<file path="src/hw/rtl/intensity_histogram_with_peak_assert.svh">
// assertion macros shared by the histogram rtl
`ifndef INTENSITY_HISTOGRAM_WITH_PEAK_ASSERT_SVH
`define INTENSITY_HISTOGRAM_WITH_PEAK_ASSERT_SVH
`ifndef ASSERT_OFF
`define IHP_ASSERT_IMP(label, clk, rst, ante, cons) \
   label: assert property (@(posedge clk) disable iff (rst) (ante) |-> (cons)) \
      else $error("ihp assertion failed");
`define IHP_ASSERT_NEXT(label, clk, rst, ante, cons) \
   label: assert property (@(posedge clk) disable iff (rst) (ante) |=> (cons)) \
      else $error("ihp assertion failed");
`else
`define IHP_ASSERT_IMP(label, clk, rst, ante, cons)
`define IHP_ASSERT_NEXT(label, clk, rst, ante, cons)
`endif
`endif

</file>
<file path="src/hw/rtl/ihp_pkg.sv">
`timescale 1ns / 1ps
package ihp_pkg;

   localparam int COUNT_BITS_DEF = 24;
   localparam int NUM_BINS       = 256;
   localparam int BIN_W          = 8;
   localparam int OUT_COUNT_W    = 24;
   localparam int SUM_W          = 10;
   localparam int PROD_W         = 20;
   localparam int DIV3_SHIFT     = 11;

   localparam logic [SUM_W-1:0] DIV3_MUL  = 10'd683;
   localparam logic [BIN_W-1:0] MIN_RESET = 8'd255;
   localparam logic [BIN_W-1:0] MAX_RESET = 8'd0;
   localparam logic [1:0]       MODE_RESET = 2'd3;

   typedef enum logic [1:0] {
      OP_ACCUM  = 2'd0,
      OP_REPORT = 2'd1,
      OP_READ   = 2'd2,
      OP_CLEAR  = 2'd3
   } op_type;

   typedef enum logic [1:0] {
      MODE_RED   = 2'd0,
      MODE_GREEN = 2'd1,
      MODE_BLUE  = 2'd2,
      MODE_MEAN  = 2'd3
   } mode_type;

   typedef enum logic [1:0] {
      ST_IDLE   = 2'd0,
      ST_SCAN   = 2'd1,
      ST_DRAIN  = 2'd2,
      ST_FINISH = 2'd3
   } state_type;

   typedef struct packed {
      logic             rd_en;
      logic [BIN_W-1:0] rd_addr;
      logic             bump;
      logic             clear;
   } store_cmd_type;

   typedef struct packed {
      logic             live;
      logic [BIN_W-1:0] idx;
   } store_sample_type;

endpackage

</file>
<file path="src/hw/rtl/ihp_peak_scan.sv">
`timescale 1ns / 1ps
module ihp_peak_scan
   import ihp_pkg::*;
#(
   parameter int COUNT_BITS = COUNT_BITS_DEF
)
(
   input  logic                  clock,
   input  store_sample_type      sample,
   input  logic [COUNT_BITS-1:0] sample_count,
   input  logic [BIN_W-1:0]      target,
   output logic [BIN_W-1:0]      best_bin,
   output logic [COUNT_BITS-1:0] best_count,
   output logic [COUNT_BITS-1:0] sel_count
);

   logic [BIN_W-1:0]      best_bin_ff;
   logic [COUNT_BITS-1:0] best_count_ff, sel_count_ff;
   logic                  take;

   // strict compare keeps the lowest bin on ties; bin 0 seeds the scan
   assign take = sample.live && ((sample.idx == '0) || (sample_count > best_count_ff));

   always_ff @(posedge clock) begin
      if (take) begin
         best_bin_ff   <= sample.idx;
         best_count_ff <= sample_count;
      end
      if (sample.live && (sample.idx == target)) begin
         sel_count_ff <= sample_count;
      end
   end

   assign best_bin   = best_bin_ff;
   assign best_count = best_count_ff;
   assign sel_count  = sel_count_ff;

endmodule

</file>
<file path="config.mk">
export PLATFORM = sky130hd
export DESIGN_NAME = ihp_peak_scan
export DESIGN_NICKNAME = d
export VERILOG_FILES = /design/src/hw/rtl/intensity_histogram_with_peak_assert.svh /design/src/hw/rtl/ihp_pkg.sv /design/src/hw/rtl/ihp_peak_scan.sv
export SDC_FILE = /design/constraint.sdc
export NUM_CORES = 1
export LEC_CHECK = 0
export BUFFER_PORTS_ARGS = -buffer_cell sky130_fd_sc_hd__buf_2
export CORE_MARGIN = 2
export CORE_UTILIZATION = 40
export CTS_CLUSTER_SIZE = 14
export DETAILED_ROUTE_END_ITERATION = 8
export MAX_ROUTING_LAYER = met4
export PLACE_DENSITY = 0.76
export SLEW_MARGIN = 20
export SYNTH_ARGS = -nofsm -noshare
export SYNTH_HDL_FRONTEND = slang
export SYNTH_SLANG_ARGS = --single-unit
</file>
<file path="constraint.sdc">
create_clock -name clock -period 4.72 [get_ports clock]
set_clock_uncertainty 0.1 [all_clocks]
set_input_delay 0.236 -clock clock [delete_from_list [all_inputs] [get_ports clock]]
set_output_delay 0.236 -clock clock [all_outputs]
set_load 0.05 [all_outputs]
</file>
==> key figures <==
Synth
  – Post-Syn Nets: 223
  – Yosys cell types: 23
  – #FFs+latches synth: 56
  – Yosys top cell area share: 69.5%
  – Avg Cell Area, Syn: 15.4 sq um
  – Post-synth EDFFs: 56
  – Post-synthesis adder-cell area fraction: 12.4%
  – Synth Flop Type: edfxtp_1
  – Commonest cells in the netlist: edfxtp_1 (56), inv_1 (25), ha_1 (24), a21oi_1 (11), nand2_1 (8)
  – Part of the Yosys area used for sequential elements: 69.5%
  – Syn Inst Count: 157
  – Post-synthesis mux area share: 0%
  – Cell taking the most area after synthesis: edfxtp_1
  – Count leader, synth: edfxtp_1
  – Mapped cell area: 0.00242 sq mm
  – Largest family of logic cells by synthesized area: adder cells
  – Synth area leaders: edfxtp_1 (69%), ha_1 (12%), inv_1 (3.9%)
  – Share of flip-flops with an asynchronous set or reset: 0%
  – YS warnings: 0
  – XOR/XNOR share of the synthesized area: 2.90%
  – Simple-Gate Fraction of Synth Area: 6.00%
  – Synth Area in Compound Gates: 5.33%

Cells and area
  – Diodes inserted: 0
  – Fin area: 0.00310 sq mm
  – Final nets: 328
  – Share of cells above drive strength 1: 41.1%
  – Synth-to-layout area growth: 28.0%

Global routing
  – First-pass GRT wire length: 7.04 mm
  – GRT overflow: 0
  – Tot GR Track Use: 14.7%
  – Pin count of the biggest net entering global routing: 33
  – Initial antenna violation count: 0
  – Vias in the first global route: 1519

Power
  – Net Sw Frac: 27.0%
  – Cell internal pwr: 720 uW
  – Maximum vdd drop: 128 uV
  – Sequential share of power: 58.3%
  – Clock power share: 25.2%
  – Leak: 0.00138 uW
  – Comb pwr share: 16.5%
  – Switching Power: 266 uW
  – Pwr dens: 318 mW/mm^2

Floorplanning
  – Die area: 0.00669 sq mm
  – Die Y: 81.8 um
  – Cell Rows: 28
  – Die W: 81.8 um
  – Core region area: 0.00589 sq mm
  – Starting density of the core: 41.1%
  – # IOs: 98

Route
  – Routed WL: 4.80 mm
  – 1st-iter DRT viols: 38
  – Routed Antenna Nets: 0
  – Via density: 4.72
  – Drt first pass iters: 4
  – DRC violations left: 0
  – Routed len/inst: 14.2 um
  – Vias: 1597

Setup path
  – Critical path peak fanout: 32
  – Crit path kind: reg2reg
  – Crit path launch type: flop
  – Worst setup EP type: flop
  – Worst Path Arrival: 2.63 ns
  – Reg-to-reg startpoint: best_count[23]
  – Critical path startpoint: best_count[23]
  – Worst Path Required: 4.54 ns

Placement
  – Placement Setup Slack: 1.88 ns
  – DP Wirelength: 3.76 mm
  – Post-DP Area: 0.00301 sq mm
  – Input/output buffers: 97
  – Routability cong.: 0.659

Run status
  – Status: completed

Clocking
  – Clock sink count: 56
  – Clk_lat worst skew: 0.30 ns
  – Clk buf depth: 2
  – H-tree levels: 2
  – Post-cts sizing count: 0
  – CTS tree: built
  – TritonCTS Buffers: 5
  – Clk slew on worst S/H paths: 0.09 ns
  – CTS Hold Bufs: 0
  – Postcts setup bufs: 0
  – Clk root buf: clkbuf_8

Timing
  – Peak Freq: 357 MHz
  – Final period util: 59.4%
  – WHS: 0.0374 ns
  – Count of final setup violators: 0
  – Slew @ Worst Pin: 1.10 ns
  – Slew margin rel.: 26.7%
  – Clock period minus final worst setup slack: 2.80 ns
  – Final worst slack: 1.92 ns
  – Final Slew Violations: 0
  – Final Hold Vio Count: 0
  – Unrepaired setup endpoints after global routing: no
  – Fin Setup TNS: 0 ns

Worst hold path
  – Hold Startpoint: sample_count[20]
  – Hold Path Class: in2reg

Run
  – Max_cap viols: 0
[flip-flops by register name, summed over array words and instances, names as in the netlist]
signal	count
sel_count	24
best_count	24
best_bin	8
[power groups by stage]
stage | Sequential (uW) | Combinational (uW) | Clock (uW)
floorplan | 643 | 51.3 | 0
global placement | 586 | 161 | 0
detailed placement | 587 | 165 | 0
CTS | 576 | 165 | 259
global route | 577 | 178 | 278
finish | 575 | 163 | 248
[metal layers]
metal  part of all wire [%]  vias up  track usage, %
li1                       -      787               -
met1                     43      740            17.7
met2                     50       66            24.9
met3                    6.8        4            3.41
met4                   0.48        0            4.00
met5                      0        -               -
[layout by cell type, fill, tap and decap left out, drive strengths merged]
cell,instances
a211oi,1
a21boi,1
a21oi,12
a221oi,1
and3,1
buf,98
clkbuf,6
clkinv,1
clkinvlp,1
edfxtp,56
ha,24
inv,25
nand2,8
nand3,3
nand4,5
nor2,1
nor2b,1
nor4,4
o211a,1
o211ai,1
o21ai,3
o311ai,1
xnor2,5
xor2,3
[worst paths after layout]
check,to,slack (ns),cells past startpoint
max,best_count[11],1.92,7
min reg2reg,best_count[19],1.28,7
max reg2reg,best_count[11],1.92,7
min,sel_count[20],0.04,1
[logic make-up (layout without fill, tap and decap cells)]
family | Yosys count | count (layout)
AOI/OAI and AO/OA | 21 | 21
and+or+nand+nor | 23 | 23
xor gates and xnor gates | 8 | 8
adders and majority gates | 24 | 24
buffers and inverters | 25 | 131
DFF | 56 | 56
[cell type report]
cell class,instances,area (sq um)
Fill cell,522,2790
Sequential cell,56,1680
Multi-Input combinational cell,76,652
Timing Repair Buffer,98,493
Inverter,25,93.8
Tap cell,75,93.8
Clock buffer,6,72.6
Clock inverter,2,11.3
[critical path, stage by stage (launching register included)]
cell	delay (ns)
edfxtp_1	0.37
inv_1	0.05
ha_1	0.31
nand4_2	0.16
nor4_4	0.34
nand2_1	0.09
o211a_1	0.15
a21oi_4	0.86
[stage by stage]
stage,total power [uW],std cells,util (%)
5_1_grt,1030,338,52.6
3_5_place_dp,752,330,51.2
4_1_cts,1000,338,52.6
6_report,986,338,52.6
3_3_place_gp,747,330,51.2
2_1_floorplan,694,157,-
No activity file was read; power rests on OpenSTA's default activity.
