<file path="config.mk">
export PLATFORM = sky130hd
export DESIGN_NAME = ihp_intensity
export DESIGN_NICKNAME = d
export VERILOG_FILES = /design/src/hw/rtl/intensity_histogram_with_peak_assert.svh /design/src/hw/rtl/ihp_pkg.sv /design/src/hw/rtl/ihp_intensity.sv
export SDC_FILE = /design/constraint.sdc
export NUM_CORES = 1
export LEC_CHECK = 0
export ABC_AREA = 1
export BUFFER_PORTS_ARGS = -buffer_cell sky130_fd_sc_hd__buf_2
export CORE_MARGIN = 5
export CORE_UTILIZATION = 25
export DETAILED_ROUTE_END_ITERATION = 7
export PLACE_DENSITY_LB_ADDON = 0.08
export SYNTH_ARGS = -nofsm -noshare
export SYNTH_HDL_FRONTEND = slang
export SYNTH_SLANG_ARGS = --single-unit
</file>
<file path="constraint.sdc">
create_clock -name vclk -period 34.3
set_input_delay 10.29 -clock vclk [all_inputs]
set_output_delay 10.29 -clock vclk [all_outputs]
set_load 0.02 [all_outputs]
</file>
<file path="src/hw/rtl/intensity_histogram_with_peak_assert.svh">
// assertion macros shared by the histogram rtl
`ifndef INTENSITY_HISTOGRAM_WITH_PEAK_ASSERT_SVH
`define INTENSITY_HISTOGRAM_WITH_PEAK_ASSERT_SVH
`ifndef ASSERT_OFF
`define IHP_ASSERT_IMP(label, clk, rst, ante, cons) \
   label: assert property (@(posedge clk) disable iff (rst) (ante) |-> (cons)) \
      else $error("ihp assertion failed");
`define IHP_ASSERT_NEXT(label, clk, rst, ante, cons) \
   label: assert property (@(posedge clk) disable iff (rst) (ante) |=> (cons)) \
      else $error("ihp assertion failed");
`else
`define IHP_ASSERT_IMP(label, clk, rst, ante, cons)
`define IHP_ASSERT_NEXT(label, clk, rst, ante, cons)
`endif
`endif

</file>
<file path="src/hw/rtl/ihp_pkg.sv">
`timescale 1ns / 1ps
package ihp_pkg;

   localparam int COUNT_BITS_DEF = 24;
   localparam int NUM_BINS       = 256;
   localparam int BIN_W          = 8;
   localparam int OUT_COUNT_W    = 24;
   localparam int SUM_W          = 10;
   localparam int PROD_W         = 20;
   localparam int DIV3_SHIFT     = 11;

   localparam logic [SUM_W-1:0] DIV3_MUL  = 10'd683;
   localparam logic [BIN_W-1:0] MIN_RESET = 8'd255;
   localparam logic [BIN_W-1:0] MAX_RESET = 8'd0;
   localparam logic [1:0]       MODE_RESET = 2'd3;

   typedef enum logic [1:0] {
      OP_ACCUM  = 2'd0,
      OP_REPORT = 2'd1,
      OP_READ   = 2'd2,
      OP_CLEAR  = 2'd3
   } op_type;

   typedef enum logic [1:0] {
      MODE_RED   = 2'd0,
      MODE_GREEN = 2'd1,
      MODE_BLUE  = 2'd2,
      MODE_MEAN  = 2'd3
   } mode_type;

   typedef enum logic [1:0] {
      ST_IDLE   = 2'd0,
      ST_SCAN   = 2'd1,
      ST_DRAIN  = 2'd2,
      ST_FINISH = 2'd3
   } state_type;

   typedef struct packed {
      logic             rd_en;
      logic [BIN_W-1:0] rd_addr;
      logic             bump;
      logic             clear;
   } store_cmd_type;

   typedef struct packed {
      logic             live;
      logic [BIN_W-1:0] idx;
   } store_sample_type;

endpackage

</file>
<file path="src/hw/rtl/ihp_intensity.sv">
`timescale 1ns / 1ps
module ihp_intensity
   import ihp_pkg::*;
(
   input  mode_type         mode,
   input  logic [BIN_W-1:0] chan0,
   input  logic [BIN_W-1:0] chan1,
   input  logic [BIN_W-1:0] chan2,
   output logic [BIN_W-1:0] intensity
);

   logic [SUM_W-1:0]  sum;
   logic [PROD_W-1:0] prod;
   logic [BIN_W-1:0]  mean;

   // floor(sum / 3) by reciprocal, exact for sums up to 765
   assign sum  = SUM_W'(chan0) + SUM_W'(chan1) + SUM_W'(chan2);
   assign prod = PROD_W'(sum) * PROD_W'(DIV3_MUL);
   assign mean = prod[DIV3_SHIFT +: BIN_W];

   always_comb begin
      unique case (mode)
         MODE_RED:   intensity = chan2;
         MODE_GREEN: intensity = chan1;
         MODE_BLUE:  intensity = chan0;
         MODE_MEAN:  intensity = mean;
         default:    intensity = mean;
      endcase
   end

endmodule

</file>
==> out/metrics.csv, run 1 <==
metric,value,unit
status,"complete, no violations",
antenna_found_initial,0,
hold_viol,0,
mappedNetlistNets,486,
wire_per_inst,13.6,um
track_usage,0.116,
fin_crit,26600,ps
max_slew_margin,0.576,
fmax,37.6,MHz
placed_cell_area,3060,um^2
cp_slowest_cell,fa_1,
postCtsSetupRepairBufs,0,
portBuffers,34,
drv_slew,0,
cp.required,24010,ps
regArea,0,um^2
die_h,114,um
path_max_fanout,4,
diodes,0,
arrival,16310,ps
drive_gt1_frac,0.157,
synth_top_area_frac,0.295,
period_share,0.775,
synth_area_per_cell,7.38,um^2
io_pins,34,
fillers,1245,
yosysMostFrequentCell,nand2_1,
holdWs,20960,ps
worst_pin_slew,631,ps
rows,38,
crit_path_start_kind,input port,
crit_top_cell,inv_1,
gp_congestion,0.835,
rsz0062_at_grt,false,
setup_viol,0,
synth_area,2720,um^2
areaGrowthSynthToFinish,12.7,%
grt_max_degree,10,
postCtsResizedCells,0,
grt_pass1_vias,2489,
min_path_type,in2out,
synth_top_cell_by_area,ha_1,
utilization,0.285,
die_area,13000,um^2
ys_types,32,
dp_hpwl,6960,um
cpPeakStageDelay,530,ps
ys_top_cells_by_area,"ha_1 (29%), fa_1 (21%), nand2_1 (11%)",
crit_path_end_kind,primary output,
grt_overflow_total,0,
num_vias,2302,
drt_wl_total,7350,um
nets,522,
final_cell_area,3060,um^2
design.seq.count,0,
syn_inst,368,
core-area,10700,um^2
drcViolationCount,0,
drtIter0Drc,73,
synth_warnings,0,
yosysSeqAreaShare,0,
first_pass_iters,4,
die_x,114,um
fin_tns_setup,0,ps
viasPerCell,4.25,
ant_nets,0,
cap_violations,0,
crit_type,in2out,
hold_buffers,0,
n_clock_buffer,0,
grt_pass1_wl,12400,um
synthTopCellsByCount,"nand2_1 (83), inv_1 (72), ha_1 (64)",
start_util,0.253,
cells by family after synthesis:
group | Yosys count | synth area share
XOR/XNOR | 13 | 0.0516
AND/OR/NAND/NOR | 149 | 0.250
adder cells (fa/ha/maj) | 92 | 0.501
buffers and inverters | 77 | 0.106
AO/OA/AOI/OAI | 37 | 0.0908
metal layers:
metal	wire length, um	global-route usage	part of all wire
met1	3640	0.162	0.49
met2	3540	0.210	0.48
met3	145	0.00370	0.020
met4	29	0.00475	0.0039
met5	0	0	0
critical path: cells and delay by family:
| kind | cells | cell delay, ps |
|---|---|---|
| AOI/OAI and AO/OA | 2 | 400 |
| xor gates and xnor gates | 1 | 470 |
| adders and majority gates | 8 | 3260 |
| buffers and inverters | 11 | 830 |
| and+or+nand+nor | 9 | 1040 |
stage by stage:
step	cells	worst slack, ps
CTS	542	7580
global placement	542	7590
detailed placement	542	7610
floorplan	368	8490
global route	542	7300
finish	542	7700
area by class of cell:
type,count,area [um^2],share of cell area
inverter,77,289,0.0944
tap,140,175,0.0572
multi-input combinational,291,2430,0.793
timing repair buffer,34,170,0.0556
cells in the final DEF, fill, tap and decap left out, drive strengths merged, types with 2 or more instances in the layout:
cell,n
a21oi,21
a221oi,3
buf,34
fa,28
ha,64
inv,77
nand2,90
nand3,16
nand3b,2
nand4,8
nor2,24
nor3,3
o21ai,7
o21bai,4
or2,4
xnor2,5
xor2,8
path summary, 6_finish.rpt:
check	end	slack [ps]	start	cells past startpoint
max	intensity[3]	7700	chan0[1]	31
min	intensity[0]	20960	chan2[0]	4
Power of run 1 is left out: the tool's default activity adds up to more than one toggle a clock period on the data nets, which glitch-free logic cannot reach.
==> run 2: changes to the inputs <==
--- a/config.mk
+++ b/config.mk
@@ -5,7 +5,7 @@
 export SDC_FILE = /design/constraint.sdc
 export NUM_CORES = 1
 export LEC_CHECK = 0
-export ABC_AREA = 1
+export ABC_AREA = 0
 export BUFFER_PORTS_ARGS = -buffer_cell sky130_fd_sc_hd__buf_2
 export CORE_MARGIN = 5
 export CORE_UTILIZATION = 25
==> constraint.sdc (replaced) <==
create_clock -name vclk -period 23.2
set_input_delay 6.96 -clock vclk [all_inputs]
set_output_delay 6.96 -clock vclk [all_outputs]
set_load 0.02 [all_outputs]
==> run 2 against run 1 <==
  * Wire length shrank 20%
  * Non-clock buffer count grew 2
  * Highest routed layer is now met3
  * Sequential share of layout area is the same
  * Core utilization grew 0.98 points
  * Critical path depth shrank 2
==> out/metrics.csv, run 2 <==
metric,value,unit
hold_buffers,0,
regArea,0,um^2
synth_top_area_frac,0.333,
die_x,108,um
final_common_cell,ha_1,
core-area,9330,um^2
portBuffers,34,
n_clock_buffer,0,
cap_violations,0,
cpPeakStageDelay,630,ps
drtIter0Drc,36,
io_pins,34,
yosysSeqAreaShare,0,
grt_pass1_wl,9930,um
cp_slowest_cell,xnor2_1,
synthTopCellsByCount,"ha_1 (64), inv_1 (55), fa_1 (28)",
crit_type,in2out,
first_pass_iters,6,
grt_max_degree,12,
areaGrowthSynthToFinish,14.3,%
diodes,0,
die_area,11700,um^2
gp_congestion,0.778,
worst_pin_slew,791,ps
fin_tns_setup,0,ps
period_share,0.888,
grt_overflow_total,0,
yosysMostFrequentCell,ha_1,
crit_path_end_kind,primary output,
nets,410,
synth_warnings,0,
postCtsSetupRepairBufs,0,
synth_area,2400,um^2
viasPerCell,4.40,
mappedNetlistNets,373,
fin_crit,20590,ps
drcViolationCount,0,
drive_gt1_frac,0.166,
design.seq.count,0,
synth_top_cell_by_area,ha_1,
min_path_type,in2out,
track_usage,0.105,
max_slew_margin,0.469,
fmax,48.6,MHz
path_max_fanout,6,
synth_area_per_cell,9.43,um^2
holdWs,14310,ps
arrival,13630,ps
crit_path_start_kind,input port,
postCtsResizedCells,0,
status,"complete, no violations",
start_util,0.258,
ys_top_cells_by_area,"ha_1 (33%), fa_1 (23%), inv_1 (8.6%)",
syn_inst,255,
rsz0062_at_grt,false,
die_h,108,um
dp_hpwl,5610,um
grt_pass1_vias,1878,
drv_slew,0,
crit_top_cell,inv_1,
final_cell_mix,"ha_1 (64), inv_1 (55), buf_2 (34)",
setup_viol,0,
num_vias,1843,
wire_per_inst,14.0,um
rows,35,
ys_types,38,
cp.required,16240,ps
drt_wl_total,5880,um
antenna_found_initial,0,
hold_viol,0,
ant_nets,0,
run 2: kinds of logic after synthesis:
| group | after synthesis | synth area share |
|---|---|---|
| adder cells (fa/ha/maj) | 92 | 0.566 |
| buffers and inverters | 57 | 0.0890 |
| AO/OA/AOI/OAI | 43 | 0.131 |
| AND/OR/NAND/NOR | 34 | 0.0671 |
| XOR/XNOR | 20 | 0.0728 |
| multiplexers | 9 | 0.0739 |
run 2: area by class of cell:
class	instances	area [um^2]
Multi-Input combinational cell	198	2190
Fill cell	1018	6580
Timing Repair Buffer	36	185
Tap cell	129	161
Inverter	56	210
run 2: through the flow:
step	setup WS, ps	std cells	utilization	cell area (um^2)
after floorplan	3480	255	-	2400
after global placement	2540	419	0.295	2750
after detailed placement	2560	419	0.295	2750
after CTS	2550	419	0.295	2750
after global routing	2160	419	0.295	2750
final	2610	419	0.295	2750
run 2: path summary, 6_finish.rpt:
| path | endpoint | slack, ps | cells after the start | startpoint |
|---|---|---|---|---|
| hold / removal | intensity[7] | 14310 | 4 | chan1[7] |
| setup / recovery | intensity[0] | 2610 | 29 | chan0[1] |
run 2: metal layers:
metal  global-route usage  routed length, um  vias to the layer above
met5                    0                  0                        -
met3             0.000597                 70                        0
li1                     -                  -                      952
met4                    0                  0                        0
met1                0.164               3080                      877
met2                0.174               2730                       14
run 2: critical path, delay by kind of cell:
family	cells	cell delay, ps
adders and majority gates	8	3180
and+or+nand+nor	4	530
AOI/OAI and AO/OA	4	820
buffers and inverters	9	640
muxes	1	460
xor gates and xnor gates	3	1030
Power of run 2 is left out for the same reason.
==> run 3: changes to the inputs <==
--- a/config.mk
+++ b/config.mk
@@ -6,7 +6,7 @@
 export NUM_CORES = 1
 export LEC_CHECK = 0
 export ABC_AREA = 0
-export BUFFER_PORTS_ARGS = -buffer_cell sky130_fd_sc_hd__buf_2
+export BUFFER_PORTS_ARGS = -buffer_cell sky130_fd_sc_hd__buf_4
 export CORE_MARGIN = 5
 export CORE_UTILIZATION = 25
 export DETAILED_ROUTE_END_ITERATION = 7
==> run 3 against run 2 <==
  * Global-route usage is essentially flat
  * First-iteration DRC count is 17% higher
  * Critical path depth unchanged
  * Fmax down 0.49%
  * Sequential share of layout area is the same
  * Worst setup slack worse by 100 ps
  * Critical endpoint is now intensity[6]
  * Wire length is 0.41% higher
  * Final area is 2.8% higher
  * Highest routed layer unchanged
  * Hold slack got worse by 26 ps
  * Core utilization rose by 0.83 points
==> out/metrics.csv, run 3 (same netlist as run 2, synthesis figures left out) <==
metric,value,unit
diodes,0,
start_util,0.258,
drv_slew,0,
antenna_found_initial,0,
n_clock_buffer,0,
cp.required,16240,ps
grt_pass1_vias,1929,
grt_pass1_wl,9930,um
crit_type,in2out,
max_slew_margin,0.436,
hold_buffers,0,
grtUsageMet2,0.178,
arrival,13730,ps
regArea,0,um^2
use_met3,0.00119,
cp_slowest_cell,xnor2_1,
rows,35,
grt_overflow_total,0,
cpPeakStageDelay,660,ps
portBuffers,34,
crit_path_end_kind,primary output,
drt_wl_total,5900,um
first_pass_iters,4,
drtIter0Drc,42,
postCtsResizedCells,0,
use_met1,0.161,
place_ws,2410,ps
core-area,9330,um^2
fmax,48.3,MHz
postCtsSetupRepairBufs,0,
drcViolationCount,0,
final_common_cell,ha_1,
drive_gt1_frac,0.163,
rsz0062_at_grt,false,
crit_path_start_kind,input port,
cap_violations,0,
final_cell_mix,"ha_1 (64), inv_1 (55), buf_4 (35)",
path_max_fanout,6,
fin_crit,20690,ps
top_usage_layer,met2,
hold_viol,0,
dp_hpwl,5580,um
period_share,0.892,
worst_pin_slew,840,ps
die_h,108,um
io_pins,34,
fin_tns_setup,0,ps
gp_congestion,0.799,
nets,409,
track_usage,0.105,
ant_nets,0,
grt_max_degree,12,
viasPerCell,4.39,
setup_ws,2510,ps
wire_per_inst,14.1,um
min_path_type,in2out,
areaGrowthSynthToFinish,17.5,%
die_area,11700,um^2
status,"complete, no violations",
die_x,108,um
design.seq.count,0,
setup_viol,0,
num_vias,1836,
crit_top_cell,inv_1,
[run 3: area by class of cell]
cell class         instances  area (um^2)
repair buffers            35          263
inverters                 56          210
fillers                  998         6500
multi-input cells        198         2190
well taps                129          161
[run 3: worst paths after layout]
kind / start / to / slack, ps / depth (start not counted)
max: chan0[1] / intensity[6] / 2510 / 29
min: chan1[7] / intensity[7] / 14280 / 4
[run 3: metrics by stage]
step	util	hold slack, ps	instances	instance area, um^2
floorplan	-	14120	255	2400
global placement	0.303	14300	418	2830
detailed placement	0.303	14290	418	2830
CTS	0.303	14290	418	2830
global route	0.303	14310	418	2830
finish	0.303	14280	418	2830
[run 3: worst max-delay path: cells and delay by family]
kind | cells | cell delay (ps)
buffers and inverters | 9 | 640
AOI/OAI and AO/OA | 5 | 740
and+or+nand+nor | 3 | 630
xor gates and xnor gates | 3 | 1080
muxes | 1 | 450
adders and majority gates | 8 | 3240
[run 3: metal layers]
layer,vias up,share of wire
met5,-,0
met4,0,0
met3,0,0.012
met2,14,0.47
met1,876,0.52
li1,946,-
Power of run 3 is left out for the same reason.
